$ cat src/fds_fifo.sv
// fds_fifo: small register-based first-in first-out queue
// no package dependencies; used for the front-to-back queue and the result queue
`default_nettype none

module fds_fifo #(
  parameter int unsigned WIDTH = 8,
  parameter int unsigned DEPTH = 4,
  localparam int unsigned PTR_W = (DEPTH > 1) ? $clog2(DEPTH) : 1,
  localparam int unsigned CNT_W = $clog2(DEPTH + 1)
) (
  input  wire logic             clk,
  input  wire logic             rst_n,
  input  wire logic             push,
  input  wire logic [WIDTH-1:0] push_data,
  input  wire logic             pop,
  output logic      [WIDTH-1:0] pop_data,
  output logic                  full,
  output logic                  empty,
  output logic      [CNT_W-1:0] count
);

  logic [WIDTH-1:0] mem_r [DEPTH];
  logic [PTR_W-1:0] wr_ptr_r, wr_ptr_nxt;
  logic [PTR_W-1:0] rd_ptr_r, rd_ptr_nxt;
  logic [CNT_W-1:0] count_r, count_nxt;
  logic             do_push, do_pop;

  assign full     = (count_r == CNT_W'(DEPTH));
  assign empty    = (count_r == '0);
  assign count    = count_r;
  assign pop_data = mem_r[rd_ptr_r];
  assign do_push  = push && !full;
  assign do_pop   = pop && !empty;

  // pointer and fill bookkeeping
  always_comb begin
    wr_ptr_nxt = wr_ptr_r;
    rd_ptr_nxt = rd_ptr_r;
    count_nxt  = count_r;
    if (do_push) begin
      wr_ptr_nxt = (wr_ptr_r == PTR_W'(DEPTH - 1)) ? '0 : wr_ptr_r + PTR_W'(1);
    end
    if (do_pop) begin
      rd_ptr_nxt = (rd_ptr_r == PTR_W'(DEPTH - 1)) ? '0 : rd_ptr_r + PTR_W'(1);
    end
    if (do_push && !do_pop) begin
      count_nxt = count_r + CNT_W'(1);
    end else if (do_pop && !do_push) begin
      count_nxt = count_r - CNT_W'(1);
    end
  end

  always_ff @(posedge clk) begin
    if (!rst_n) begin
      wr_ptr_r <= '0;
      rd_ptr_r <= '0;
      count_r  <= '0;
    end else begin
      wr_ptr_r <= wr_ptr_nxt;
      rd_ptr_r <= rd_ptr_nxt;
      count_r  <= count_nxt;
    end
  end

  // storage
  always_ff @(posedge clk) begin
    if (do_push) begin
      mem_r[wr_ptr_r] <= push_data;
    end
  end

endmodule

`default_nettype wire

$ cat config.mk
export PLATFORM = sky130hd
export DESIGN_NAME = fds_fifo
export DESIGN_NICKNAME = d
export VERILOG_FILES = /design/src/fds_fifo.sv
export SDC_FILE = /design/constraint.sdc
export NUM_CORES = 1
export LEC_CHECK = 0
export BUFFER_PORTS_ARGS = -buffer_cell sky130_fd_sc_hd__buf_2
export CORE_AREA = 2 2 86 88
export CTS_CLUSTER_DIAMETER = 30
export DETAILED_ROUTE_END_ITERATION = 8
export DIE_AREA = 0 0 88 90
export SETUP_SLACK_MARGIN = 0.3
export SYNTH_ARGS = -nofsm -noshare
export SYNTH_HDL_FRONTEND = slang
export SYNTH_SLANG_ARGS = --single-unit
$ cat constraint.sdc
create_clock -name clk -period 2.6 [get_ports clk]
set_input_delay 0.26 -clock clk [delete_from_list [all_inputs] [get_ports clk]]
set_output_delay 0.26 -clock clk [all_outputs]
set_load 0.02 [all_outputs]
## Word level (Yosys, flattened, before mapping)

Memory sizes are Yosys's and may differ from the RTL's. A register that Yosys moved wholly into a read port is not among the register bits.
Index checks and enable logic that the tools add are counted.

- Output and inout bits: 13
- Bits in writable memories: 32
- Bits of input ports: 12
- Word-level logic and storage cells: 29
- Memories kept: 1
- Register bits: 7

Memories:

| memory | words | width | read ports | clocked after memory_dff | write ports | RTL line | source |
|---|---|---|---|---|---|---|---|
| mem_r | 4 | 8 | 1 | 1 | 1 | 22 | `logic [WIDTH-1:0] mem_r [DEPTH];` |

- Add/subtract/negate cells: 4
- Equal/unequal tests: 3
- Reduce and logical (&&, ||, !) cells: 10
- Multiplexer cells: 8

Operators with widths:

| kind | number |
|---|---|
| 2-to-1 mux 2 bit | 4 |
| 2-to-1 mux 3 bit | 2 |
| adder 2 x 1 -> 2 bit (second input constant) | 2 |
| == test 2 bit (second input constant) | 2 |
| logical AND 1 bit | 4 |
| zero test 1 bit | 4 |
| adder 3 x 1 -> 3 bit (second input constant) | 1 |
| == test 3 bit (second input constant) | 1 |
| zero test 3 bit | 1 |
| subtractor 3 x 1 -> 3 bit (second input constant) | 1 |
| 2-to-1 mux 1 bit | 2 |
| nonzero test 2 bit | 1 |

## Logic depth before layout (Yosys ltp)

Gate-level depths: netlist of the first run.

- Word-level depth: 7
- Gate-level depth with buffers: 9
- Gate-level depth less buffers: 8

## Worst setup path before layout of the first run

No wires, ideal clock.

- Path kind: register -> register
- Start: register count_r[0], in the netlist count[0]
- End: register count_r[2], in the netlist count[2]
- Slack: 0.379 ns
- Period minus slack after synthesis: 2.221 ns
- Setup time: 0.076 ns
- Data arrival time: 2.146 ns
- Data required time: 2.524 ns
- Buffers on the path: 1
- Cell stages (with the launch flop): 10
- Cells stage by stage: dfxtp_1 -> nor3b_2 -> nor2b_1 -> buf_2 -> ha_1 -> inv_1 -> fa_1 -> xor2_1 -> or3_1 -> a21boi_0

- Word-level cells in the longest chain between the ends: 6
- Elaborated cells on any way between the ends: 15
- Classes of those cells: add/sub (2); eq/ne (1); mux (2); reduce/logical (10)

Ends and longest elaborated chain:

| item | RTL line | source |
|---|---|---|
| start, declared | 25 | `logic [CNT_W-1:0] count_r, count_nxt;` |
| start signal, assigned | 61 | `count_r <= count_nxt;` |
| == test 3 bit * | 28 | `assign full = (count_r == CNT_W'(DEPTH));` |
| net full | 17 | `output logic full,` |
| zero test 1 bit * | 32 | `assign do_push = push && !full;` |
| logical AND 1 bit * | 32 |  |
| net do_push | 26 | `logic do_push, do_pop;` |
| zero test 1 bit | 48 | `end else if (do_pop && !do_push) begin` |
| logical AND 1 bit | 48 |  |
| nonzero test 2 bit (no source line) | - |  |

Mark *: on every way through the listed nets, which the timed path passes. The rest lies on a longest branch. The select of a mux whose other input is x is not followed.
A chain may end at the register's enable or synchronous reset.

## Final worst setup path of the first run

- Start: register count_r[1], in the netlist count[1]
- End: register count_r[2], in the netlist count[2]

- Word-level cells in the longest chain between the ends: 6
- Elaborated cells on any way between the ends: 15
- Classes of those cells: add/sub (2); eq/ne (1); mux (2); reduce/logical (10)

Ends and longest elaborated chain:

| item |
|---|
| parallel branches: the longest is 6 deep, another holds subtractor 3 x 1 -> 3 bit |

Parallel ways; which one is timed is not known. The select of a mux whose other input is x is not followed.

==> results of run 1 <==
[worst register-to-register path: stages, from the launching register on]
cell and delay (ns):
dfxtp_2 0.36, o31ai_4 0.33, ha_1 0.24, inv_1 0.06, fa_1 0.37, xor2_1 0.16, or3_1 0.31, a21boi_0 0.19
[synth_stat cells (all sizes together), types with 2 or more instances]
cell type | count | area [um^2]
nor2 | 2 | 7.51
and2 | 5 | 31.3
nor2b | 2 | 12.5
mux2i | 3 | 30.0
o21ai | 3 | 15.0
mux4 | 8 | 180
dfxtp | 9 | 180
buf | 3 | 13.8
inv | 3 | 11.3
ha | 6 | 75.1
edfxtp | 32 | 961
nand2 | 6 | 22.5
nand3 | 2 | 10.0
[per-layer routing]
metal	GRT usage [%]	share of wire, %	vias up
li1	-	-	401
met1	7.82	39	399
met4	2.69	1.8	0
met5	0	0	-
met3	3.67	7.4	7
met2	12.4	52	22
[cells by family (layout without fill, tap and decap cells)]
| family | count (synthesis) | after routing | synth area share (%) |
|---|---|---|---|
| AND/OR/NAND/NOR | 20 | 20 | 6.60 |
| XOR/XNOR | 2 | 2 | 1.07 |
| multiplexers | 11 | 11 | 12.9 |
| buffers and inverters | 7 | 35 | 1.76 |
| AO/OA/AOI/OAI | 5 | 5 | 1.84 |
| flip-flops | 41 | 41 | 70.0 |
| adder cells (fa/ha/maj) | 7 | 7 | 5.83 |
[metrics by stage]
step	total power, mW	utilization (%)	instances	setup WS (ns)
6_report	1.90	28.3	220	0.502
5_1_grt	2.02	28.3	220	0.299
4_1_cts	1.92	28.1	220	0.388
3_5_place_dp	1.43	26.6	213	0.256
3_3_place_gp	1.43	26.6	213	0.396
2_1_floorplan	1.27	-	93	0.379
[power by group through the flow]
stage	registers, mW	clock network, mW	logic (mW)
3_5_place_dp	0.915	0	0.517
5_1_grt	0.924	0.527	0.571
4_1_cts	0.903	0.499	0.521
3_3_place_gp	0.911	0	0.517
2_1_floorplan	0.882	0	0.388
6_report	0.906	0.480	0.515
[flip-flops by register name, summed over array words and instances, names as in the netlist, named ones only]
register / cells
count: 3
rd_ptr_r: 2
mem_r: 32
wr_ptr_r: 2
[timing repair]
item,4_1_cts,5_1_grt
setup endpoints to repair,1,1
cloned,0,0
resized for setup,1,3
[worst max path at each step]
stage,cells past startpoint,slack (ns),end,start
floorplan,9,0.38,count[2],count[0]
global placement,7,0.40,count[2],count[1]
detailed placement,7,0.26,count[2],count[0]
CTS,7,0.39,count[2],count[1]
global route,8,0.30,count[2],count[2]
finish,7,0.50,count[2],count[1]
[layout make-up]
| type | count | area, um^2 |
|---|---|---|
| Inverter | 3 | 11.3 |
| Clock buffer | 5 | 68.8 |
| Fill cell | 723 | 5040 |
| Multi-Input combinational cell | 45 | 474 |
| Tap cell | 99 | 124 |
| Sequential cell | 41 | 1140 |
| Clock inverter | 2 | 35.0 |
| Timing Repair Buffer | 25 | 128 |
==> run summary, run 1 <==
status - finished clean
Vias/cell - 3.77
CP peak stage delay - 0.37 ns
Startpoint Class - register
routability cong. - 0.673
DRT Wirelength - 2670 um
initial antenna violation count - 0
crit path DAT - 2.31 ns
hold path endpoint - mem_r[3][4]
worst path bufs/invs - 1
first-pass GRT wire length - 4210 um
Pleak - 0.707 nW
Period Utilization, post-route - 80.7%
Clk pwr share - 25.3%
Switching Share - 30.1%
Max rail drop VDD - 0.542 mV
DRT antenna net count - 0
n_diodes - 0
syn_area_per_cell - 17.5 um^2
total global-route track usage - 7.36%
crit path kind - reg -> reg
Comb pwr share - 27.1%
Syn. warnings - 0
Vias - 829
Flop pwr share - 47.7%
Die H - 90 um
Hold Startpoint - push_data[4]
setup TNS - 0 ns
Routed WL per cell - 12.2 um
Layout Area Growth over Synthesis - 21.7%
Rows - 31
RSZ-0062 raised after global routing - no
minimum clock period - 2.10 ns
Final Skew - 0.00459 ns
final-report hold violation count - 0
Sink Count - 41
Hold Slack - 0.182 ns
Pwr Density - 958 nW/um^2
Async SR Flop Fraction - 0%
Top Ports - 25
worst skew pair latency - 0.29 ns
Hold Crit Depth - 1
CTS Buf Count - 5
cell internal pwr - 1.33 mW
Setup crit end kind - register
initial DRC count - 63
synthesized cell area - 1630 um^2
final setup vio count - 0
Die Footprint - 7920 um^2
vias in the first global route - 851
Die X - 88 um
syn nets - 112
most common cell after layout, fill and taps aside - edfxtp_1
Clk pin slew, worst setup/hold paths - 0.07 ns
CTS hold repair buffers - 0
Seq/Total Area, Yosys - 70.0%
worst reg2reg path endpoint - count[2]
Reg2Reg Depth - 7
Post-synth top flop - edfxtp_1
Final Max Slew Viols - 0
NetSw - 572 uW
Fmax - 477 MHz
required time worst endpoint - 2.81 ns
DP HPWL - 1900 um
family with the most delay on the worst path - adder cells
Netlist cell types - 23
Placement Cell Area - 1860 um^2
crit path cell chain - o31ai_4 -> ha_1 -> inv_1 -> fa_1 -> xor2_1 -> or3_1 -> a21boi_0
pin slew with the least headroom to its limit - 0.552 ns
Root Driver - clkbuf_8
most frequent cells in the layout - edfxtp_1, buf_2, mux4_2, dfxtp_1
nets - 140
Max-Cap Viols - 0
worst r2r src - count[1]
largest net degree at the start of global routing - 13
CTS Buffer Depth - 2
EDFF count, synth - 32
share of layout cells above drive strength 1 - 36.4%
CTS H-tree depth - 2
Initial Util - 23.2%
setup bufs post-CTS - 0
Synth Register Bits - 41
reg-to-reg slack, setup - 0.50 ns
Min-Delay Path Class - in -> reg
Remaining DRCs - 0
slowest CP cell - fa_1
drt pass-1 iters - 2
CTS tree - yes
Rel. slew slack - 63.2%
total congestion overflow - 0
IO buf count - 24
Core Area - 7020 um^2
Gate Count Post-Synth - 93
Crit Path Max Fanout - 6
fin area - 1980 um^2
Note: power is estimated with default switching activity, not from simulation.
==> inputs of run 2 (changes only) <==
==> constraint.sdc (replaced) <==
create_clock -name clk -period 2 [get_ports clk]
set_input_delay 0.2 -clock clk [delete_from_list [all_inputs] [get_ports clk]]
set_output_delay 0.2 -clock clk [all_outputs]
set_load 0.02 [all_outputs]
==> run summary, run 2 (synthesis gave the netlist of run 1 again) <==
nets - 144 (+2.9%)
FILL cells - 709 (-1.9%)
routability cong. - 0.660 (-2.0%)
crit path DAT - 2.10 ns (-0.21 ns)
first-pass GRT wire length - 4490 um (+6.7%)
CP peak stage delay - 0.37 ns (about the same)
worst path bufs/invs - 1 (unchanged)
worst reg2reg path endpoint - count[2]
Fmax - 532 MHz (+12%)
Vias - 850 (+2.5%)
Final Skew - 0.00731 ns (+0.00272 ns)
pin slew with the least headroom to its limit - 0.416 ns (-0.136 ns)
reg-to-reg slack, setup - 0.12 ns (-0.38 ns)
Biggest register - mem_r
Vias/cell - 3.78 (+0.25%)
most common cell after layout, fill and taps aside - edfxtp_1
Hold Crit Depth - 1 (unchanged)
Rows - 31 (unchanged)
CTS Buf Count - 5 (unchanged)
Routed WL per cell - 12.6 um (+4.0%)
hold path endpoint - mem_r[3][7]
Initial Util - 23.2% (unchanged)
status - finished clean
Rel. slew slack - 72.3% (+9.1 points)
max reg flops - 32 (unchanged)
Max rail drop VDD - 0.477 mV (-12%)
Die H - 90 um (unchanged)
total global-route track usage - 7.59% (+0.23 points)
Clk pin slew, worst setup/hold paths - 0.08 ns (about the same)
drt pass-1 iters - 4 (+2)
CTS tree - yes
Die X - 88 um (unchanged)
Root Driver - clkbuf_8
Hold Startpoint - push_data[7]
Core Area - 7020 um^2 (unchanged)
slack of the critical path - 0.119 ns (-0.382 ns)
final core occ - 29.5% (+1.3 points)
Worst path depth - 8 (+1)
total congestion overflow - 0 (unchanged)
most frequent cells in the layout - edfxtp_1, buf_2, mux4_2, nand2_1
Setup crit end kind - register
setup TNS - 0 ns (unchanged)
Crit Path Max Fanout - 6 (unchanged)
DRT antenna net count - 0 (unchanged)
Placement Cell Area - 1930 um^2 (+3.3%)
worst r2r src - count[2]
Final Max Slew Viols - 0 (unchanged)
worst skew pair latency - 0.29 ns (about the same)
DRT Wirelength - 2840 um (+6.3%)
Startpoint Class - register
Period Utilization, post-route - 94.0% (+13 points)
initial DRC count - 41 (-35%)
n_diodes - 0 (unchanged)
CTS hold repair buffers - 0 (unchanged)
RSZ-0062 raised after global routing - yes
DP HPWL - 2000 um (+5.6%)
minimum clock period - 1.88 ns (-0.218 ns)
share of layout cells above drive strength 1 - 45.2% (+8.9 points)
Reg2Reg Depth - 8 (+1)
initial antenna violation count - 0 (unchanged)
fin area - 2070 um^2 (+4.5%)
Pwr Density - 1260 nW/um^2 (+32%)
final setup vio count - 0 (unchanged)
Top Ports - 25 (unchanged)
CTS Buffer Depth - 2 (unchanged)
slowest CP cell - dfxtp_4
required time worst endpoint - 2.22 ns (-0.59 ns)
Remaining DRCs - 0 (unchanged)
Layout Area Growth over Synthesis - 27.2%
IO buf count - 24 (unchanged)
Pleak - 0.733 nW (+3.7%)
Die Footprint - 7920 um^2 (unchanged)
Sink Count - 41 (unchanged)
final-report hold violation count - 0 (unchanged)
CTS H-tree depth - 2 (unchanged)
pre-CTS setup slack - 0.0518 ns (-0.205 ns)
Max-Cap Viols - 0 (unchanged)
vias in the first global route - 913 (+7.3%)
largest net degree at the start of global routing - 14 (+1)
Min-Delay Path Class - in -> reg
crit path cell chain - nor3b_4 -> nor2b_2 -> ha_4 -> inv_2 -> fa_2 -> xor2_1 -> or3_1 -> a21boi_1
family with the most delay on the worst path - simple AND/OR/NAND/NOR gates
crit path kind - reg -> reg
-- run 2: cell types whose count changed in the layout (fill, tap and decap cells not counted), moves of 2 or more --
cell / previous run / this run
and2_1: 5 / 2
dfxtp_1: 7 / 5
dfxtp_4: 0 / 4
dfxtp_2: 2 / 0
buf_4: 1 / 4
and2_2: 0 / 3
-- run 2: worst max path at each step --
| stage | slack, ns | endpoint | start |
|---|---|---|---|
| after detailed placement | 0.05 | count[2] | count[2] |
| after global placement | 0.11 | count[2] | count[2] |
| after floorplan | 0.08 | count[2] | count[2] |
| after global routing | 0.003 | count[2] | count[2] |
| final | 0.12 | count[2] | count[2] |
| after CTS | 0.12 | count[2] | count[2] |
-- run 2: stage by stage --
stage	std cells	total power, mW	hold slack (ns)
global placement	215	1.95	0.418
global route	225	2.77	0.114
finish	225	2.62	0.122
detailed placement	215	1.96	0.421
CTS	225	2.66	0.112
floorplan	93	1.72	0.299
-- run 2: final cells by class --
type                    count  area [um^2]  share of cell area (%)
repair buffers             29          171                    8.26
well taps                  99          124                    5.97
clock inverters             3         41.3                    1.99
inverters                   3         11.3                   0.543
flip-flops and latches     41         1160                    55.7
clock buffers               5         68.8                    3.32
multi-input cells          45          502                    24.2
-- run 2: routing by layer --
metal	track usage, %	part of all wire [%]	routed length (um)	vias up
met5	0	0	0	-
met4	2.69	1.2	34	0
met3	3.03	6.8	192	6
met2	12.5	50	1420	24
met1	8.83	42	1190	408
li1	-	-	-	412
-- run 2: what timing repair did --
item	CTS	global route
cloned	0	0
setup endpoints to repair	40	20
buffers inserted	2	0
resized for setup	7	3
-- run 2: power breakdown --
group | internal, mW | switching, mW | total (mW) | leakage [nW]
clock | 0.367 | 0.278 | 0.645 | 0.0518
sequential | 1.06 | 0.106 | 1.17 | 0.370
combinational | 0.398 | 0.409 | 0.807 | 0.312
total | 1.83 | 0.793 | 2.62 | 0.733
==> inputs of run 3 (changes only) <==
--- a/config.mk
+++ b/config.mk
@@ -10,7 +10,7 @@
 export CTS_CLUSTER_DIAMETER = 30
 export DETAILED_ROUTE_END_ITERATION = 8
 export DIE_AREA = 0 0 88 90
-export SETUP_SLACK_MARGIN = 0.3
+export RECOVER_POWER = 100
 export SYNTH_ARGS = -nofsm -noshare
 export SYNTH_HDL_FRONTEND = slang
 export SYNTH_SLANG_ARGS = --single-unit
==> run summary, run 3 (synthesis gave the netlist of run 1 again) <==
status - finished clean
total power - 2.58 mW (-1.4%)
Max-Cap Viols - 0 (unchanged)
Root Driver - clkbuf_8
Max rail drop VDD - 0.651 mV (+36%)
pre-CTS setup slack - -0.0370 ns (-0.0888 ns)
post-route insts no fill - 226 (+0.44%)
crit path DAT - 2.14 ns (+0.04 ns)
final setup vio count - 0 (unchanged)
Layout Area Growth over Synthesis - 25.4%
Vias/cell - 3.83 (+1.4%)
initial antenna violation count - 0 (unchanged)
drt pass-1 iters - 4 (unchanged)
Pwr Density - 1260 nW/um^2 (about the same)
Startpoint Class - register
RSZ-0062 raised after global routing - yes
Final Skew - 0.00978 ns (+0.00247 ns)
Die X - 88 um (unchanged)
worst path bufs/invs - 2 (+1)
share of layout cells above drive strength 1 - 34.6% (-11 points)
Die H - 90 um (unchanged)
Pleak - 0.711 nW (-3.1%)
CTS Buf Count - 5 (unchanged)
worst skew pair latency - 0.29 ns (about the same)
Top Ports - 25 (unchanged)
family with the most delay on the worst path - adder cells
Placement Cell Area - 1930 um^2 (+0.26%)
CTS H-tree depth - 2 (unchanged)
crit path kind - reg -> reg
initial DRC count - 72 (+76%)
total congestion overflow - 0 (unchanged)
total global-route track usage - 7.76% (+0.17 points)
Routed WL per cell - 12.6 um (about the same)
Period Utilization, post-route - 96.0% (+2.0 points)
Rows - 31 (unchanged)
Final Max Slew Viols - 0 (unchanged)
setup TNS - 0 ns (unchanged)
nets - 145 (+0.69%)
Biggest register - mem_r
Crit Path Max Fanout - 3 (-3)
routability cong. - 0.688 (+4.3%)
first-pass GRT wire length - 4620 um (+2.9%)
required time worst endpoint - 2.22 ns (about the same)
Sink Count - 41 (unchanged)
pin slew with the least headroom to its limit - 0.441 ns (+0.0255 ns)
placed insts - 216 (+0.47%)
Initial Util - 23.2% (unchanged)
max reg flops - 32 (unchanged)
IO buf count - 24 (unchanged)
slowest CP cell - dfxtp_4
Setup crit end kind - register
CTS tree - yes
Remaining DRCs - 0 (unchanged)
most frequent cells in the layout - edfxtp_1, clkbuf_1, mux4_2, buf_2, clkbuf_2
fin area - 2040 um^2 (-1.4%)
Die Footprint - 7920 um^2 (unchanged)
CP peak stage delay - 0.35 ns (-0.02 ns)
DRT Wirelength - 2850 um (+0.35%)
most common cell after layout, fill and taps aside - edfxtp_1
minimum clock period - 1.92 ns (+0.0400 ns)
final core occ - 29.1% (-0.43 points)
CTS Buffer Depth - 2 (unchanged)
DRT antenna net count - 0 (unchanged)
Core Area - 7020 um^2 (unchanged)
Hold Slack - 0.169 ns (+0.0472 ns)
Rel. slew slack - 70.6% (-1.7 points)
Fmax - 521 MHz (-2.1%)
DP HPWL - 2010 um (+0.58%)
Clk pin slew, worst setup/hold paths - 0.08 ns (about the same)
Vias - 866 (+1.9%)
crit path cell chain - buf_4 -> o31ai_4 -> ha_4 -> inv_1 -> fa_2 -> xor2_1 -> or3_1 -> a21boi_1
vias in the first global route - 921 (+0.88%)
n_diodes - 0 (unchanged)
final-report hold violation count - 0 (unchanged)
largest net degree at the start of global routing - 14 (unchanged)
Min-Delay Path Class - in -> reg
slack of the critical path - 0.0792 ns (-0.0400 ns)
-- run 3: metal layers --
metal  up-vias  wire length, um  global-route usage [%]
li1        413                -                       -
met1       431             1140                    8.54
met3         3              166                    2.57
met5         -                0                       0
met4         0               30                    2.69
met2        19             1520                    13.7
-- run 3: worst paths after layout --
| kind | from | end | slack (ns) | depth (start not counted) |
|---|---|---|---|---|
| setup / recovery | count[2] | count[2] | 0.08 | 8 |
| hold / removal | push_data[6] | mem_r[1][6] | 0.17 | 1 |
| setup reg to reg | count[2] | count[2] | 0.08 | 8 |
| hold reg to reg | wr_ptr_r[1] | wr_ptr_r[1] | 0.50 | 2 |
-- run 3: final cells by class --
type | instances | area [um^2]
Clock buffer | 6 | 72.6
Clock inverter | 2 | 35.0
Fill cell | 713 | 4980
Inverter | 3 | 11.3
Multi-Input combinational cell | 45 | 498
Sequential cell | 41 | 1150
Tap cell | 99 | 124
Timing Repair Buffer | 30 | 151
-- run 3: timing repair --
action,in CTS,in global routing
cloned,0,0
pin swaps,2,2
gates resized for setup,3,0
buffers inserted,2,0
endpoints found under the setup margin,1,1
hold buffers,0,0
-- run 3: where the power goes --
group          switching, mW  internal (mW)  total [mW]
Sequential            0.0919           1.06        1.15
Clock                  0.274          0.370       0.645
Combinational          0.424          0.364       0.788
Total                  0.790           1.79        2.58
