--- src/fds_pkg.sv ---
// fds_pkg: shared types, constants and helpers of the frame difference scene cut block
// no dependencies; imported by fds_front, fds_back and frame_difference_scene_cut
`default_nettype none

package fds_pkg;

  // default sizing
  localparam int unsigned DEF_MAX_PIXELS       = 2097152;
  localparam int unsigned DEF_FRAME_INDEX_BITS = 24;

  // field widths
  localparam int unsigned PIX_W  = 8;
  localparam int unsigned THR_W  = 16;
  localparam int unsigned FP_W   = 22;
  localparam int unsigned SUM_W  = 29;
  localparam int unsigned CFG_W  = 22;
  localparam int unsigned CFG_IDX_W = 2;

  localparam logic [SUM_W-1:0] SUM_LIMIT = {SUM_W{1'b1}};

  // register reset values
  localparam logic             MODE_RST         = 1'b0;
  localparam logic [THR_W-1:0] THRESHOLD_RST    = 16'd7680;
  localparam logic [FP_W-1:0]  FRAME_PIXELS_RST = 22'd307200;

  // queue depths
  localparam int unsigned MID_DEPTH = 4;
  localparam int unsigned OUT_DEPTH = 8;

  // grey weights, q14
  localparam int unsigned GREY_B     = 1868;
  localparam int unsigned GREY_G     = 9617;
  localparam int unsigned GREY_R     = 4899;
  localparam int unsigned GREY_ROUND = 8192;
  localparam int unsigned GREY_PROD_W = 22;
  localparam int unsigned GREY_SUM_W  = 23;

  // register indexes
  typedef enum logic [CFG_IDX_W-1:0] {
    CFG_MODE         = 2'd0,
    CFG_THRESHOLD    = 2'd1,
    CFG_FRAME_PIXELS = 2'd2
  } cfg_idx_t;

  // frame phase, also the kind of work an item gets
  typedef enum logic [2:0] {
    PH_BG  = 3'b001,
    PH_REF = 3'b010,
    PH_CMP = 3'b100
  } phase_t;

  typedef struct packed {
    logic [PIX_W-1:0] red;
    logic [PIX_W-1:0] green;
    logic [PIX_W-1:0] blue;
  } pix_t;

  // classification handed from front to back
  typedef struct packed {
    phase_t kind;
    logic   mode;
    logic   first;
    logic   emit;
    logic   suppress;
  } op_ctl_t;

  function automatic logic [PIX_W-1:0] absdiff8(input logic [PIX_W-1:0] a,
                                                input logic [PIX_W-1:0] b);
    return (a > b) ? (a - b) : (b - a);
  endfunction

endpackage

`default_nettype wire

--- src/fds_front.sv ---
// fds_front: accepts pixels, tracks position, setup phase and frame count, classifies each item
// depends on fds_pkg; feeds the front-to-back queue
`default_nettype none

module fds_front #(
  parameter int unsigned MAX_PIXELS       = fds_pkg::DEF_MAX_PIXELS,
  parameter int unsigned FRAME_INDEX_BITS = fds_pkg::DEF_FRAME_INDEX_BITS,
  localparam int unsigned ADDR_W = $clog2(MAX_PIXELS),
  localparam int unsigned N_W    = $clog2(MAX_PIXELS + 1)
) (
  input  wire logic                        clk,
  input  wire logic                        rst_n,
  input  wire logic                        in_push,
  input  wire fds_pkg::pix_t               in_pix,
  input  wire logic                        in_new_video,
  input  wire logic                        cfg_mode,
  input  wire logic [N_W-1:0]              frame_n,
  input  wire logic                        q_full,
  output logic                             q_push,
  output fds_pkg::op_ctl_t                 q_ctl,
  output fds_pkg::pix_t                    q_pix,
  output logic [ADDR_W-1:0]                q_addr,
  output logic [FRAME_INDEX_BITS-1:0]      q_idx
);

  import fds_pkg::*;

  logic [ADDR_W-1:0]           pos_r, pos_nxt, pos_cur;
  phase_t                      phase_r, phase_nxt, phase_cur;
  logic [FRAME_INDEX_BITS-1:0] count_r, count_nxt, count_cur;
  logic                        last;
  logic                        emit;

  assign q_push = in_push && !q_full;

  // new video restarts the counters before the pixel is used
  always_comb begin
    pos_cur   = in_new_video ? '0 : pos_r;
    phase_cur = in_new_video ? PH_BG : phase_r;
    count_cur = in_new_video ? '0 : count_r;
    last      = ((N_W'(pos_cur) + N_W'(1)) >= frame_n);
    emit      = (phase_cur == PH_CMP) && last;
  end

  // item classification
  always_comb begin
    q_ctl.kind     = phase_cur;
    q_ctl.mode     = cfg_mode;
    q_ctl.first    = (pos_cur == '0);
    q_ctl.emit     = emit;
    q_ctl.suppress = cfg_mode && (count_cur == '0);
    q_pix          = in_pix;
    q_addr         = pos_cur;
    q_idx          = count_cur;
  end

  // position, phase and frame count advance
  always_comb begin
    pos_nxt   = last ? '0 : pos_cur + ADDR_W'(1);
    count_nxt = emit ? count_cur + FRAME_INDEX_BITS'(1) : count_cur;
    phase_nxt = phase_cur;
    if (last) begin
      unique case (phase_cur)
        PH_BG:   phase_nxt = cfg_mode ? PH_REF : PH_CMP;
        PH_REF:  phase_nxt = PH_CMP;
        PH_CMP:  phase_nxt = PH_CMP;
        default: phase_nxt = PH_BG;
      endcase
    end
  end

  always_ff @(posedge clk) begin
    if (!rst_n) begin
      pos_r   <= '0;
      phase_r <= PH_BG;
      count_r <= '0;
    end else if (q_push) begin
      pos_r   <= pos_nxt;
      phase_r <= phase_nxt;
      count_r <= count_nxt;
    end
  end

endmodule

`default_nettype wire

--- config.mk ---
export PLATFORM = sky130hd
export DESIGN_NAME = fds_front
export DESIGN_NICKNAME = d
export VERILOG_FILES = /design/src/fds_pkg.sv /design/src/fds_front.sv
export SDC_FILE = /design/constraint.sdc
export NUM_CORES = 1
export LEC_CHECK = 0
export ABC_CLOCK_PERIOD_IN_PS = 8300
export BUFFER_PORTS_ARGS = -buffer_cell sky130_fd_sc_hd__buf_4
export CORE_MARGIN = 1.5
export CORE_UTILIZATION = 35
export DETAILED_ROUTE_END_ITERATION = 10
export GPL_TIMING_DRIVEN = 0
export PLACE_DENSITY = 0.56
export SETUP_SLACK_MARGIN = 0.1
export SLEW_MARGIN = 10
export SYNTH_ARGS = -nofsm -noshare
export SYNTH_HDL_FRONTEND = slang
export SYNTH_SLANG_ARGS = --single-unit
--- constraint.sdc ---
create_clock -name clk -period 8.3 [get_ports clk]
set_input_delay 1.245 -clock clk [delete_from_list [all_inputs] [get_ports clk]]
set_output_delay 1.245 -clock clk [all_outputs]
set_load 0.02 [all_outputs]
[Word-level counts from Yosys, hierarchy flattened]
Cells that the tools add are included.
Word-level totals
  register bits: 48
  input port bits: 52
  output and inout port bits: 77
  word-level logic and storage cells: 25
Cells by class
  add/subtract/negate cells: 3
  order comparisons: 1
  equal/unequal tests: 3
  multiplexer cells: 8
  reduce and logical (&&, ||, !) cells: 7
Operators by type and width (number)
  $mux 24: 2
  $mux 21: 2
  $add 24x1->24 const B: 1
  $logic_not 24->1: 1
  $add 21x1->22 const B: 1
  $ge 22x22->1: 1
  $add 21x1->21 const B: 1
  $logic_not 21->1: 1
  $mux 3: 3
  $pmux 3 s2: 1
  $eq 3x1->1 const B: 1
  $eq 3x2->1 const B: 1
  $eq 3x3->1 const B: 1
  $logic_and 1x1->1: 3
  $reduce_or 2->1: 1
  $logic_not 1->1: 1

[Longest topological paths before layout]
Gate-level depths: netlist (run 1).
  depth after elaboration: 5
  depth in mapped cells: 16
  gate-level depth less buffers: 13

[Least setup slack after synthesis (run 1)]
Ideal clock, no wire load.
  path type: input to output
  start: in in_new_video
  end: out q_ctl[1] (netlist bit)
  arrival time: 4462 ps
  data required time: 7055 ps
  setup slack: 2593 ps
  stages: 15
  buffers on the path: 4
  cells stage by stage: buf_6 > nor2b_4 > nand4_2 > nor4b_4 > and4_1 > xor2_1 > ha_1 > a21o_1 > a21o_1 > a2111oi_4 > and3_1 > buf_2 > buf_6 > nor2_1 > buf_4
On the way
  longest elaborated chain between the ends: 4
  elaborated cells between the ends (all ways): 6
  classes of those cells: add/sub: 1; order compare: 1; eq/ne: 1; mux: 2; reduce/logical: 1
Ends and longest elaborated chain
  from (decl): RTL line fds_front.sv:15  | input wire logic in_new_video,
  $mux 21: RTL line fds_front.sv:38  | pos_cur = in_new_video ? '0 : pos_r;
  via q_addr[5]: RTL line fds_front.sv:22  | output logic [ADDR_W-1:0] q_addr,
  $add 21x1->22: RTL line fds_front.sv:41  | last = ((N_W'(pos_cur) + N_W'(1)) >= frame_n);
  $ge 22x22->1: RTL line fds_front.sv:41
  $logic_and 1x1->1: RTL line fds_front.sv:42  | emit = (phase_cur == PH_CMP) && last;
  to (decl): RTL line fds_front.sv:20  | output fds_pkg::op_ctl_t q_ctl,
The timed path passes the listed nets, and every way through them passes these cells.

[Final worst setup path (run 1)]
  start: in in_new_video
  end: out q_ctl[1] (netlist bit)
On the way
  longest elaborated chain between the ends: 4
  elaborated cells between the ends (all ways): 6
  classes of those cells: add/sub: 1; order compare: 1; eq/ne: 1; mux: 2; reduce/logical: 1
Ends and longest elaborated chain (RTL line)
  $mux 21: fds_front.sv:38
  $add 21x1->22: fds_front.sv:41
  $ge 22x22->1: fds_front.sv:41
  $logic_and 1x1->1 (*): fds_front.sv:42
Mark *: on every way between the ends. The rest lies on a longest branch, timed or not.

==> results of run 1 <==
-- path summary, 6_finish.rpt --
kind / slack [ps] / startpoint / depth (start not counted) / to
setup / recovery: 1750 / in_new_video / 17 / q_ctl[1]
hold / removal: 490 / pos_r[5]$_SDFFE_PN0P_ / 2 / pos_r[5]$_SDFFE_PN0P_
setup reg to reg: 3990 / pos_r[0]$_SDFFE_PN0P_ / 13 / count_r[22]$_SDFFE_PN0P_
hold reg to reg: 490 / pos_r[5]$_SDFFE_PN0P_ / 2 / pos_r[5]$_SDFFE_PN0P_
-- final cells by class --
type                       count  area (µm²)  area share
multi-input combinational    411        2680       0.514
sequential                    48         961       0.184
timing repair buffer         103         773       0.148
buffer                        54         328      0.0628
tap                          143         179      0.0343
inverter                      34         130      0.0249
clock buffer                   5         125      0.0240
clock inverter                 3        42.5     0.00815
-- kinds of logic (layout without fill, tap and decap cells) --
family                   count (synthesis)  count (layout)
AND/OR/NAND/NOR                        265             265
flip-flops                              48              48
multiplexers                             2               2
buffers and inverters                   88             199
XOR/XNOR                                20              20
AO/OA/AOI/OAI                          100             100
adder cells (fa/ha/maj)                 24              24
-- report_power, final --
group	total (mW)	leakage, nW	internal (mW)	switching [mW]
combinational	0.0854	1.91	0.0365	0.0489
sequential	0.233	0.387	0.231	0.00170
clock	0.239	0.0798	0.142	0.0970
total	0.557	2.37	0.410	0.148
-- worst max-delay path, stage by stage --
cell	delay [ps]
sky130_fd_sc_hd__buf_4	130
sky130_fd_sc_hd__buf_6	140
sky130_fd_sc_hd__buf_2	230
sky130_fd_sc_hd__buf_2	270
sky130_fd_sc_hd__nor4b_4	560
sky130_fd_sc_hd__and4_1	360
sky130_fd_sc_hd__xor2_1	200
sky130_fd_sc_hd__ha_1	280
sky130_fd_sc_hd__a21o_1	180
sky130_fd_sc_hd__a21o_1	200
sky130_fd_sc_hd__a2111oi_4	570
sky130_fd_sc_hd__and3_1	230
sky130_fd_sc_hd__buf_2	200
sky130_fd_sc_hd__buf_6	170
sky130_fd_sc_hd__nor2_1	60
sky130_fd_sc_hd__buf_4	120
sky130_fd_sc_hd__buf_4	140
-- through the flow --
step                hold WS (ps)   util  total power, mW
floorplan                    457      -            0.288
global placement             466  0.442            0.322
detailed placement           479  0.442            0.324
CTS                          489  0.457            0.560
global route                 525  0.457            0.578
finish                       486  0.457            0.557
-- layer usage --
layer | share of wire | vias up | GRT usage
li1 | - | 2125 | -
met1 | 0.43 | 2078 | 0.270
met2 | 0.49 | 163 | 0.371
met3 | 0.066 | 17 | 0.0388
met4 | 0.016 | 0 | 0.0549
met5 | 0 | - | 0
-- cells in the mapped netlist (all sizes together), types with 10 or more instances --
library cell	count
o21ai	10
dfxtp	48
and3	12
xnor2	10
nor2b	41
nor2	32
xor2	10
clkbuf	17
nand3	34
buf	37
a21oi	48
nor4	13
inv	33
nor3	12
nand2	70
ha	24
nand4	20
-- state kept, by name (all words and copies together) (netlist names) --
name	cells
pos_r	21
phase_r	3
count_r	24
==> results.md, run 1 <==
- The number of global-route vias before repair is 4256.
- The number of flops mapped to enable cells by yosys is 0.
- The number of failing hold endpoints at the final stage is 0.
- The number of standard cells after synthesis is 547.
- In the synthesized netlist the async set-or-reset flop fraction comes to 0.
- For this run, the leading register cell type out of synthesis is sky130_fd_sc_hd__dfxtp_1.
- The critical path required time is 7050 ps.
- The quantity of gates resized following cts is 0.
- The flow ran to the end, and the final reports show no timing, DRC or antenna violations.
- The number of antenna violations at the first check in global routing was 0.
- After global routing the overflow that remains totals 0.
- By area, the combinational part of the netlist is dominated by simple AND/OR/NAND/NOR gates.
- At the placement stage, the worst setup path has a slack of 1770 ps.
- The tightest min-delay check is of the reg2reg type.
- For this design, the CTS-stage hold fixing added 0 buffers.
- Measured along the x axis, the die boundary spans 111 µm.
- STA classifies the critical path startpoint as a primary input.
- In this run the deepest clock path goes through 2 buffers.
- The post-detailed-placement cell area is 5050 µm².
- The finished cells cover 5220 µm².
- The die covers 12400 µm².
- The share of Yosys cell area claimed by the top area cell type is 0.234.
- The die extent in y is 111 µm.
- Measured against the total synthesized area, the mux share comes to 0.00549.
- The total wirelength of the detailed-routed design is 13300 µm.
- The timing-limited maximum frequency is 0.153 GHz.
- 0 antenna diodes ended up in the layout.
- The DRC marker count from the first detailed-route iteration is 214.
- The last weighted congestion value of the routability-driven placer is 0.873.
- Power spread over the standard cell area amounts to 107 nW/µm².
- The total I/O pin count is 129.
- For this run, design rule violations remaining after detail routing come to 0.
- The TritonCTS clock tree is built.
- The floorplan step defined a core boundary enclosing 11400 µm².
- For this run, the register share of the synthesized area comes to 0.234.
- The area growth from synthesis to layout is 27.3%.
- The compound-gate portion of the synthesized area was 0.164.
- The first global-routing pass estimated 21500 µm of wire.
- The wire-length estimate of the detail-placed layout is 10300 µm.
- The H-tree was split into 2 levels.
- In this run the cell area of the synthesized design comes to 4100 µm².
- The count of final setup violators is 0.
- In the layout the commonest cells are sky130_fd_sc_hd__buf_4 (129), sky130_fd_sc_hd__nand2_1 (67), sky130_fd_sc_hd__a21oi_1 (48), sky130_fd_sc_hd__dfxtp_1 (48), sky130_fd_sc_hd__nor2b_1 (38).
- For this configuration, the core starts out at a cell density of 0.359.
- The warning count from the yosys run is 0.
- Counting the fill cells in the layout gives 1206.
- The count of standard-cell rows is 39.
- The final standard cell count with taps included and fillers excluded is 801.
- By area the synthesized netlist is led by sky130_fd_sc_hd__dfxtp_1 (23%), sky130_fd_sc_hd__ha_1 (7.3%), sky130_fd_sc_hd__nand2_1 (6.1%).
- The mean instance size in the synthesized netlist is 7.50 µm².
- Including well taps, the total number of placed cells is 793.
- The largest voltage drop on the vdd net is 75.9 µV.
- In the routed layout, each cell is associated on average with a via count of 5.47.
- The worst slew slack as a fraction of its limit is 0.489.
- Setup repair after global routing left no endpoint under its margin.
- STA classifies the critical path endpoint as an output port.
- The worst setup slack after layout is 1750 ps.
- Summed over all cells, the static leakage comes to 2.37 nW.
- The clock transition at the register clock pins on the worst setup and hold paths after CTS is 70 ps.
- The via count of the routed design is 4383.
- In this run the tool buffered the top-level ports with 103 buffer cells.
- Before antenna repair, the detailed router went through 7 iterations.
- For the pin with the worst max-slew slack, the measured transition is 757 ps.
- The clock latency reported for the late side of the worst-skew pair is 300 ps.
- The clock sink count is 48.
- The number of nets produced by synthesis is 623.
- The number of storage elements in the synthesis netlist is 48.
- Entering global routing, the biggest net connects 16 pins.
- Of the total synthesized cell area, the portion taken by XOR and XNOR cells is 0.0427.
- Of the total synthesized cell area, the portion taken by full adders, half adders and majority gates is 0.0732.
- The share of the clock period used by the worst path after layout is 0.789.
- The count of max-cap constraint violations is 0.
- In the global route stage, overall resource usage came out at 0.213.
- The final setup skew is 6.21 ps.
- The number of library cell types mapped by synthesis is 64.
- The simple-gate area share of the yosys netlist is 0.368.
- The number of post-CTS setup repair buffers is 0.
- After the last flow step, the layout net total stands at 733.
- The count of nets left with antenna violations after detail routing is 0.
- After detailed routing, the average wire length per cell comes to 16.5 µm.
- The routed design could run at a clock period as short as 6550 ps.
- The most area-hungry cell type in the Yosys netlist is sky130_fd_sc_hd__dfxtp_1.
- Clock tree synthesis inserted a total of 5 buffers.
- Data arrives at the worst endpoint at 5300 ps.
- In the final timing run, aggregate negative setup slack is 0 ps.
- The category of the most critical setup path is in2out.
- The most frequent standard cell in the layout excluding fill and tap cells is sky130_fd_sc_hd__buf_4.
- The top fanout value on the critical path is 10.
- The number of pins with negative max-slew slack in the final report is 0.
- The cell at the root of the clock tree is sky130_fd_sc_hd__clkbuf_16.
- The fraction of layout instances using a drive strength above 1 is 0.271.
Power figures use the tool's default switching activity.
==> run 2, diff against run 1 <==
--- a/config.mk
+++ b/config.mk
@@ -5,13 +5,13 @@
 export SDC_FILE = /design/constraint.sdc
 export NUM_CORES = 1
 export LEC_CHECK = 0
-export ABC_CLOCK_PERIOD_IN_PS = 8300
+export ABC_CLOCK_PERIOD_IN_PS = 5600
 export BUFFER_PORTS_ARGS = -buffer_cell sky130_fd_sc_hd__buf_4
 export CORE_MARGIN = 1.5
 export CORE_UTILIZATION = 35
 export DETAILED_ROUTE_END_ITERATION = 10
 export GPL_TIMING_DRIVEN = 0
-export PLACE_DENSITY = 0.56
+export PLACE_DENSITY = 0.59
 export SETUP_SLACK_MARGIN = 0.1
 export SLEW_MARGIN = 10
 export SYNTH_ARGS = -nofsm -noshare
==> constraint.sdc (replaced) <==
create_clock -name clk -period 5.6 [get_ports clk]
set_input_delay 0.84 -clock clk [delete_from_list [all_inputs] [get_ports clk]]
set_output_delay 0.84 -clock clk [all_outputs]
set_load 0.02 [all_outputs]
==> run 2 against run 1 <==
Compared with the run above:
- power is 51% higher
- utilization is 0.72 points higher
- global-route usage is 0.58 points lower
- hold slack better by 1.4 ps
- setup slack worse by 1500 ps
- via count is 0.64% lower
- count of clock-buffer cells in the layout is 1 higher
- design area is 1.6% higher
- largest cell class unchanged
- largest power group unchanged
==> results.md, run 2 (synthesis results as in run 1) <==
- The run finished with clean final reports.
- Of the total power, combinational logic draws 0.150.
- The area growth from synthesis to layout is 29.3%.
- At the later pin of the worst-skew pair, clock insertion delay measures 300 ps.
- The net switching power figure is 0.218 mW.
- The clock transition at the register clock pins on the worst setup and hold paths after CTS is 70 ps.
- The number of failing hold endpoints at the final stage is 0.
- Along the worst path, the maximum fanout reaches 11.
- The fraction of layout instances using a drive strength above 1 is 0.285.
- In this run the remaining antenna-violating nets after routing total 0.
- The last weighted congestion value of the routability-driven placer is 0.889.
- Derived from the worst setup path, the maximum achievable clock frequency is 0.188 GHz.
- The final routed wire length divided by cell count is 16.1 µm.
- The DRC marker count from the first detailed-route iteration is 213.
- STA classifies the critical path startpoint as a primary input.
- Counting every sink on the clock net gives 48.
- The number of pins with negative max-slew slack in the final report is 0.
- The count of standard-cell rows is 39.
- The number of global-route vias before repair came to 4130.
- The area of all placed cells without fillers is 5300 µm².
- The worst slew slack as a fraction of its limit is 0.522.
- Clock tree synthesis selected as its root buffer the cell sky130_fd_sc_hd__clkbuf_16.
- For this run, the total global-route usage over all layers was measured as 0.207.
- For the worst setup path, the data required time is 4760 ps.
- The maximum clock insertion buffer count is 2.
- The post-layout net count is 739.
- The largest registers in the layout are count_r (24), pos_r (21), phase_r (3).
- The number of buffers inserted during clock tree synthesis is 5.
- The worst path meets setup with 268 ps of slack.
- The critical path in this run is classified as in2out.
- The internal portion of the total power is 0.621 mW.
- The library cells used most frequently in the layout, excluding fill and tap cells, are sky130_fd_sc_hd__buf_4 (135), sky130_fd_sc_hd__nand2_1 (67), sky130_fd_sc_hd__a21oi_1 (48), sky130_fd_sc_hd__dfxtp_1 (48), sky130_fd_sc_hd__nor2b_1 (38).
- The register with the highest flop count is count_r.
- The register with the most flip-flops in the layout has 24 of them.
- The largest voltage drop on the vdd net is 139 µV.
- The DRC violations left is 0.
- The first global-routing pass estimated 21000 µm of wire.
- In this run the cell area measured after placement is 5050 µm².
- The H-tree generated during clock tree synthesis spans 2 levels.
- The kind of end point of the critical path is an output port.
- The die covers 12400 µm².
- Setup repair after global routing left no endpoint under its margin.
- The relative contribution of sequential cells to total power is 0.411.
- The data arrival time of the worst path is 4490 ps.
- After legalization and detailed placement, the total HPWL measured 9990 µm.
- The initial standard-cell utilization of the core is 0.359.
- The die is 111 µm wide.
- The share of the clock period used by the worst path after layout is 0.952.
- The part of the power in the clock network is 0.439.
- The final standard cell utilization of the core is 0.464.
- The switching share of power is 0.260.
- The number of antenna violations at the first check in global routing is 0.
- The total of hold buffers inserted after clock tree synthesis is 0.
- The TritonCTS clock tree is built.
- The core box area is 11400 µm².
- Setup violations remaining at the end of the flow were counted as 0.
- For this block, the routed nets add up to 13000 µm of wire.
- For this block, the via count after detailed routing is 4355.
- 129 I/O pins were placed.
- The final setup skew is 9.60 ps.
- The die extent in y is 111 µm.
- For this design the static power due to leakage is 2.42 nW.
- For the pin with the worst max-slew slack, the measured transition is 708 ps.
- In this run the power density over the cells is 158 nW/µm².
- The clock period minus worst slack is 5330 ps.
- The total power is 0.840 mW.
- Entering global routing, the biggest net connects 16 pins.
- The sum of negative setup slack is 0 ps.
- The count of buffers added on input and output ports is 103.
- The library cell used most frequently in the layout, excluding fill and tap cells, is sky130_fd_sc_hd__buf_4.
- In this run the worst hold path is classified as reg2reg.
- Before antenna repair, the detailed router went through 6 iterations.
- At the placement stage, the worst setup path has a slack of -101 ps.
- The via density per instance is 5.39.
- Across the run, the number of max-cap violations was 0.
- For this run the aggregate overflow at the end of global routing stands at 0.
## run 2: changes by cell type in the layout (fill, tap and decap cells not counted), sizes merged
cell and change:
buf +6, clkbuf +1, clkinvlp -1, diode +1
## run 2: power by group through the flow
stage	Clock (mW)	Sequential, mW	Combinational (mW)
floorplan	0	0.353	0.0748
global placement	0	0.353	0.125
detailed placement	0	0.353	0.126
CTS	0.370	0.345	0.126
global route	0.384	0.346	0.137
finish	0.369	0.345	0.126
## run 2: layout make-up
type	count	area [µm²]
antenna	1	2.50
buffer	54	332
clock buffer	6	139
clock inverter	2	38.8
fill	1214	6120
inverter	34	130
multi-input combinational	411	2700
sequential	48	961
tap	143	179
timing repair buffer	109	818
## run 2: critical path: stages
cell and delay, ps:
sky130_fd_sc_hd__buf_4 110, sky130_fd_sc_hd__buf_6 160, sky130_fd_sc_hd__buf_2 320, sky130_fd_sc_hd__buf_2 360
sky130_fd_sc_hd__clkbuf_2 340, sky130_fd_sc_hd__nor2b_1 150, sky130_fd_sc_hd__xnor2_1 230, sky130_fd_sc_hd__ha_1 280
sky130_fd_sc_hd__a21oi_1 180, sky130_fd_sc_hd__nor2_1 90, sky130_fd_sc_hd__a2111oi_4 500, sky130_fd_sc_hd__and3_1 230
sky130_fd_sc_hd__buf_2 190, sky130_fd_sc_hd__buf_6 170, sky130_fd_sc_hd__nor2_1 60, sky130_fd_sc_hd__buf_4 130
sky130_fd_sc_hd__buf_4 140
## run 2: path summary, 6_finish.rpt
check,startpoint,end,slack (ps),depth (start not counted)
setup reg to reg,pos_r[2]$_SDFFE_PN0P_,pos_r[17]$_SDFFE_PN0P_,1640,13
hold / removal,pos_r[5]$_SDFFE_PN0P_,pos_r[5]$_SDFFE_PN0P_,490,2
hold reg to reg,pos_r[5]$_SDFFE_PN0P_,pos_r[5]$_SDFFE_PN0P_,490,2
setup / recovery,in_new_video,q_ctl[1],270,17
## run 2: stage by stage
step                std cells  hold WS [ps]
global placement          793           470
detailed placement        793           478
finish                    808           488
global route              807           511
CTS                       802           489
floorplan                 547           457
## run 2: timing repair
item / in CTS / in global routing
cloned: 0 / 0
pin swaps: 1 / 3
setup endpoints to repair: 1 / 1
setup buffers: 1 / 5
resized for setup: 3 / 4
## run 2: layer usage
| layer | vias up | global-route usage | share of wire | wire length (µm) |
|---|---|---|---|---|
| li1 | 2131 | - | - | - |
| met1 | 2055 | 0.272 | 0.45 | 5860 |
| met2 | 153 | 0.362 | 0.48 | 6270 |
| met3 | 16 | 0.0262 | 0.055 | 716 |
| met4 | 0 | 0.0456 | 0.013 | 172 |
| met5 | - | 0 | 0 | 0 |
==> run 3, diff against run 2 <==
--- a/config.mk
+++ b/config.mk
@@ -11,7 +11,7 @@
 export CORE_UTILIZATION = 35
 export DETAILED_ROUTE_END_ITERATION = 10
 export GPL_TIMING_DRIVEN = 0
-export PLACE_DENSITY = 0.59
+export MAX_ROUTING_LAYER = met4
 export SETUP_SLACK_MARGIN = 0.1
 export SLEW_MARGIN = 10
 export SYNTH_ARGS = -nofsm -noshare
==> run 3 against run 2 <==
Compared with the run above:
- global-route usage grew 0.84 points
- fmax shrank 0.56%
- clock power shrank 12%
- critical endpoint unchanged
- largest cell class unchanged
- via count grew 1.1%
- utilization shrank 0.58 points
- critical path type unchanged
==> results.md, run 3 (synthesis results as in run 1) <==
- TritonCTS created 5 clock buffers.
- The number of global-route vias before repair came to 4174.
- The total overflow left after global routing is 0.
- The largest registers in the layout are count_r (24), pos_r (21), phase_r (3).
- The flow ran to the end, and the final reports show no timing, DRC or antenna violations.
- The DRC marker count from the first detailed-route iteration is 176.
- In the layout the commonest cells are sky130_fd_sc_hd__buf_4 (131), sky130_fd_sc_hd__nand2_1 (67), sky130_fd_sc_hd__a21oi_1 (48), sky130_fd_sc_hd__dfxtp_1 (48), sky130_fd_sc_hd__nor2b_1 (38).
- The cell area power density is 152 nW/µm².
- Across the VDD grid, the largest voltage drop is 108 µV.
- The highest cell delay on the worst timing path is 450 ps.
- The first global-routing pass estimated 21300 µm of wire.
- The number of antenna violations at the first check in global routing is 0.
- 0 antenna diodes ended up in the layout.
- The die is 111 µm tall.
- The final routed wire length divided by cell count is 16.5 µm.
- The static leakage is 2.39 nW.
- The area of the die is 12400 µm².
- In this run the most critical hold path is launched from pos_r[5]$_SDFFE_PN0P_.
- The count of nets left with antenna violations after detail routing is 0.
- The timing-limited maximum frequency is 0.186 GHz.
- At the later pin of the worst-skew pair, clock insertion delay measures 290 ps.
- Max-cap violations in this run came to 0.
- At the end of routability-driven placement, the weighted congestion stood at 0.895.
- The worst min-delay path class is reg2reg.
- The cell depth of the worst flop-to-flop path is 13.
- On the final layout, the worst clock skew is 7.17 ps.
- The initial utilization of the core area, before any placement, comes to 0.359.
- In the final layout, the share of cells above drive strength 1 is 0.278.
- The clock period could shrink to 5360 ps.
- The final standard cell utilization of the core is 0.459.
- The top fanout value on the critical path is 10.
- The most frequent standard cell in the layout excluding fill and tap cells is sky130_fd_sc_hd__buf_4.
- The critical path goes through buf_4 > buf_6 > buf_2 > nor2b_2 > nand3_1 > nor3b_1 > nand2_2 > xnor2_1 > ha_1 > nand4_2 > nor4_4 > o211ai_2 > and3_1 > buf_2 > buf_6 > nor2_1 > buf_4 > buf_4.
- The initialized floorplan defines 39 standard-cell rows.
- Across every metal layer, demand over resource in global routing totals 0.215.
- Once placement completed, the tool counted placed cells totaling 793.
- The largest individual stage delay along the critical path comes from the cell sky130_fd_sc_hd__nor4_4.
- The kind of end point of the critical path is an output port.
- The longest clock path from root to sink contains 2 buffers.
- Dividing the final minimum period by the clock period gives 0.958.
- The final hold slack is 489 ps.
- The slew at the pin closest to its max-slew limit is 694 ps.
- The count of final setup violators is 0.
- The worst register-to-register path begins at pos_r[2]$_SDFFE_PN0P_.
- Setup repair after global routing left no endpoint under its margin.
- The number of I/O port buffers is 103.
- The HPWL after detailed placement is 10200 µm.
- The minimum setup slack among reg-to-reg paths is 1640 ps.
- The destination of the worst register-to-register timing path is count_r[22]$_SDFFE_PN0P_.
- In this run the count of I/O pins placed on the die edge is 129.
- Relative to the synthesized area, the layout overhead comes to 27.7%.
- The register with the most flip-flops in the layout has 24 of them.
- Counting flops per register, the top entry is count_r.
- TritonCTS built the clock tree.
- The clock drives 48 sinks.
- After the last flow step, the layout net total stands at 735.
- In this run, post-CTS hold repair placed 0 buffers.
- For this block, the routed nets add up to 13200 µm of wire.
- In this run the number of H-tree levels came out at 2.
- The pre-antenna-repair detailed-routing pass consisted of 7 iterations.
- After clock tree synthesis, the clock-pin slew on the worst setup and hold paths is 70 ps.
- The cell at the root of the clock tree is sky130_fd_sc_hd__clkbuf_16.
- The number of pins with negative max-slew slack in the final report was 0.
- The type of origin of the critical path is a primary input.
- Excluding fillers, the count of instances in the completed layout stands at 802.
- The chip width is 111 µm.
- At the worst endpoint, the required time is 4760 ps.
- The data arrival time of the worst path is 4520 ps.
- In the routed design, unresolved DRC markers number 0.
- The category of the most critical setup path is in2out.
- Entering global routing, the biggest net connects 14 pins.
- The end of the worst hold path is pos_r[5]$_SDFFE_PN0P_.
- The cell that appears most often on the critical path is sky130_fd_sc_hd__buf_4.
- The via density per instance is 5.49.
- Across all layers, the routed design uses 4402 vias.
- The number of cells on the worst hold path is 2.
- The number of failing hold endpoints at the final stage is 0.
- The worst slew slack as a fraction of its limit is 0.531.
- After detailed placement, the total cell area comes to 5050 µm².
- The area of all placed cells without fillers is 5240 µm².
- The core box area is 11400 µm².
## run 3: critical path: cells and delay by family
kind / cells / cell delay, ps
xor+xnor: 1 / 150
simple gates: 8 / 1810
compound gates: 1 / 290
buf+inv: 7 / 1090
fa+ha+maj: 1 / 330
## run 3: worst max path at each step
stage | end | cells after the start | startpoint
6_report | q_ctl[1] | 18 | in_new_video
5_1_grt | q_ctl[1] | 18 | in_new_video
4_1_cts | q_ctl[1] | 18 | in_new_video
3_5_place_dp | q_ctl[1] | 17 | in_new_video
3_3_place_gp | q_ctl[1] | 17 | in_new_video
2_1_floorplan | q_ctl[1] | 15 | in_new_video
## run 3: stage by stage
step / total power [mW] / TNS, ps / setup WS (ps)
3_5_place_dp: 0.480 / -113 / -113
6_report: 0.797 / 0 / 238
4_1_cts: 0.796 / 0 / 193
3_3_place_gp: 0.478 / -101 / -101
5_1_grt: 0.823 / 0 / 103
2_1_floorplan: 0.428 / 0 / 703
## run 3: repair_timing
action	4_1_cts	5_1_grt
buffers inserted	2	0
endpoints found under the setup margin	1	1
resized for setup	3	4
pin swaps	2	0
## run 3: final cells by class
cell class                 count  area [µm²]
inverter                      34         130
buffer                        54         334
tap                          143         179
sequential                    48         961
clock buffer                   7         153
multi-input combinational    411        2690
timing repair buffer         105         788
fill                        1174        6180
## run 3: routing by layer
layer  global-route usage  routed length, µm
met3               0.0301                816
met2                0.377               6480
met4               0.0312                 95
met5                    -                  0
met1                0.270               5840
## run 3: report_power, final
| part | leakage [nW] | total [mW] | internal [mW] | switching (mW) |
|---|---|---|---|---|
| registers | 0.387 | 0.346 | 0.343 | 0.00259 |
| logic | 1.93 | 0.127 | 0.0546 | 0.0726 |
| clock network | 0.0760 | 0.324 | 0.188 | 0.136 |
| total | 2.39 | 0.797 | 0.586 | 0.212 |
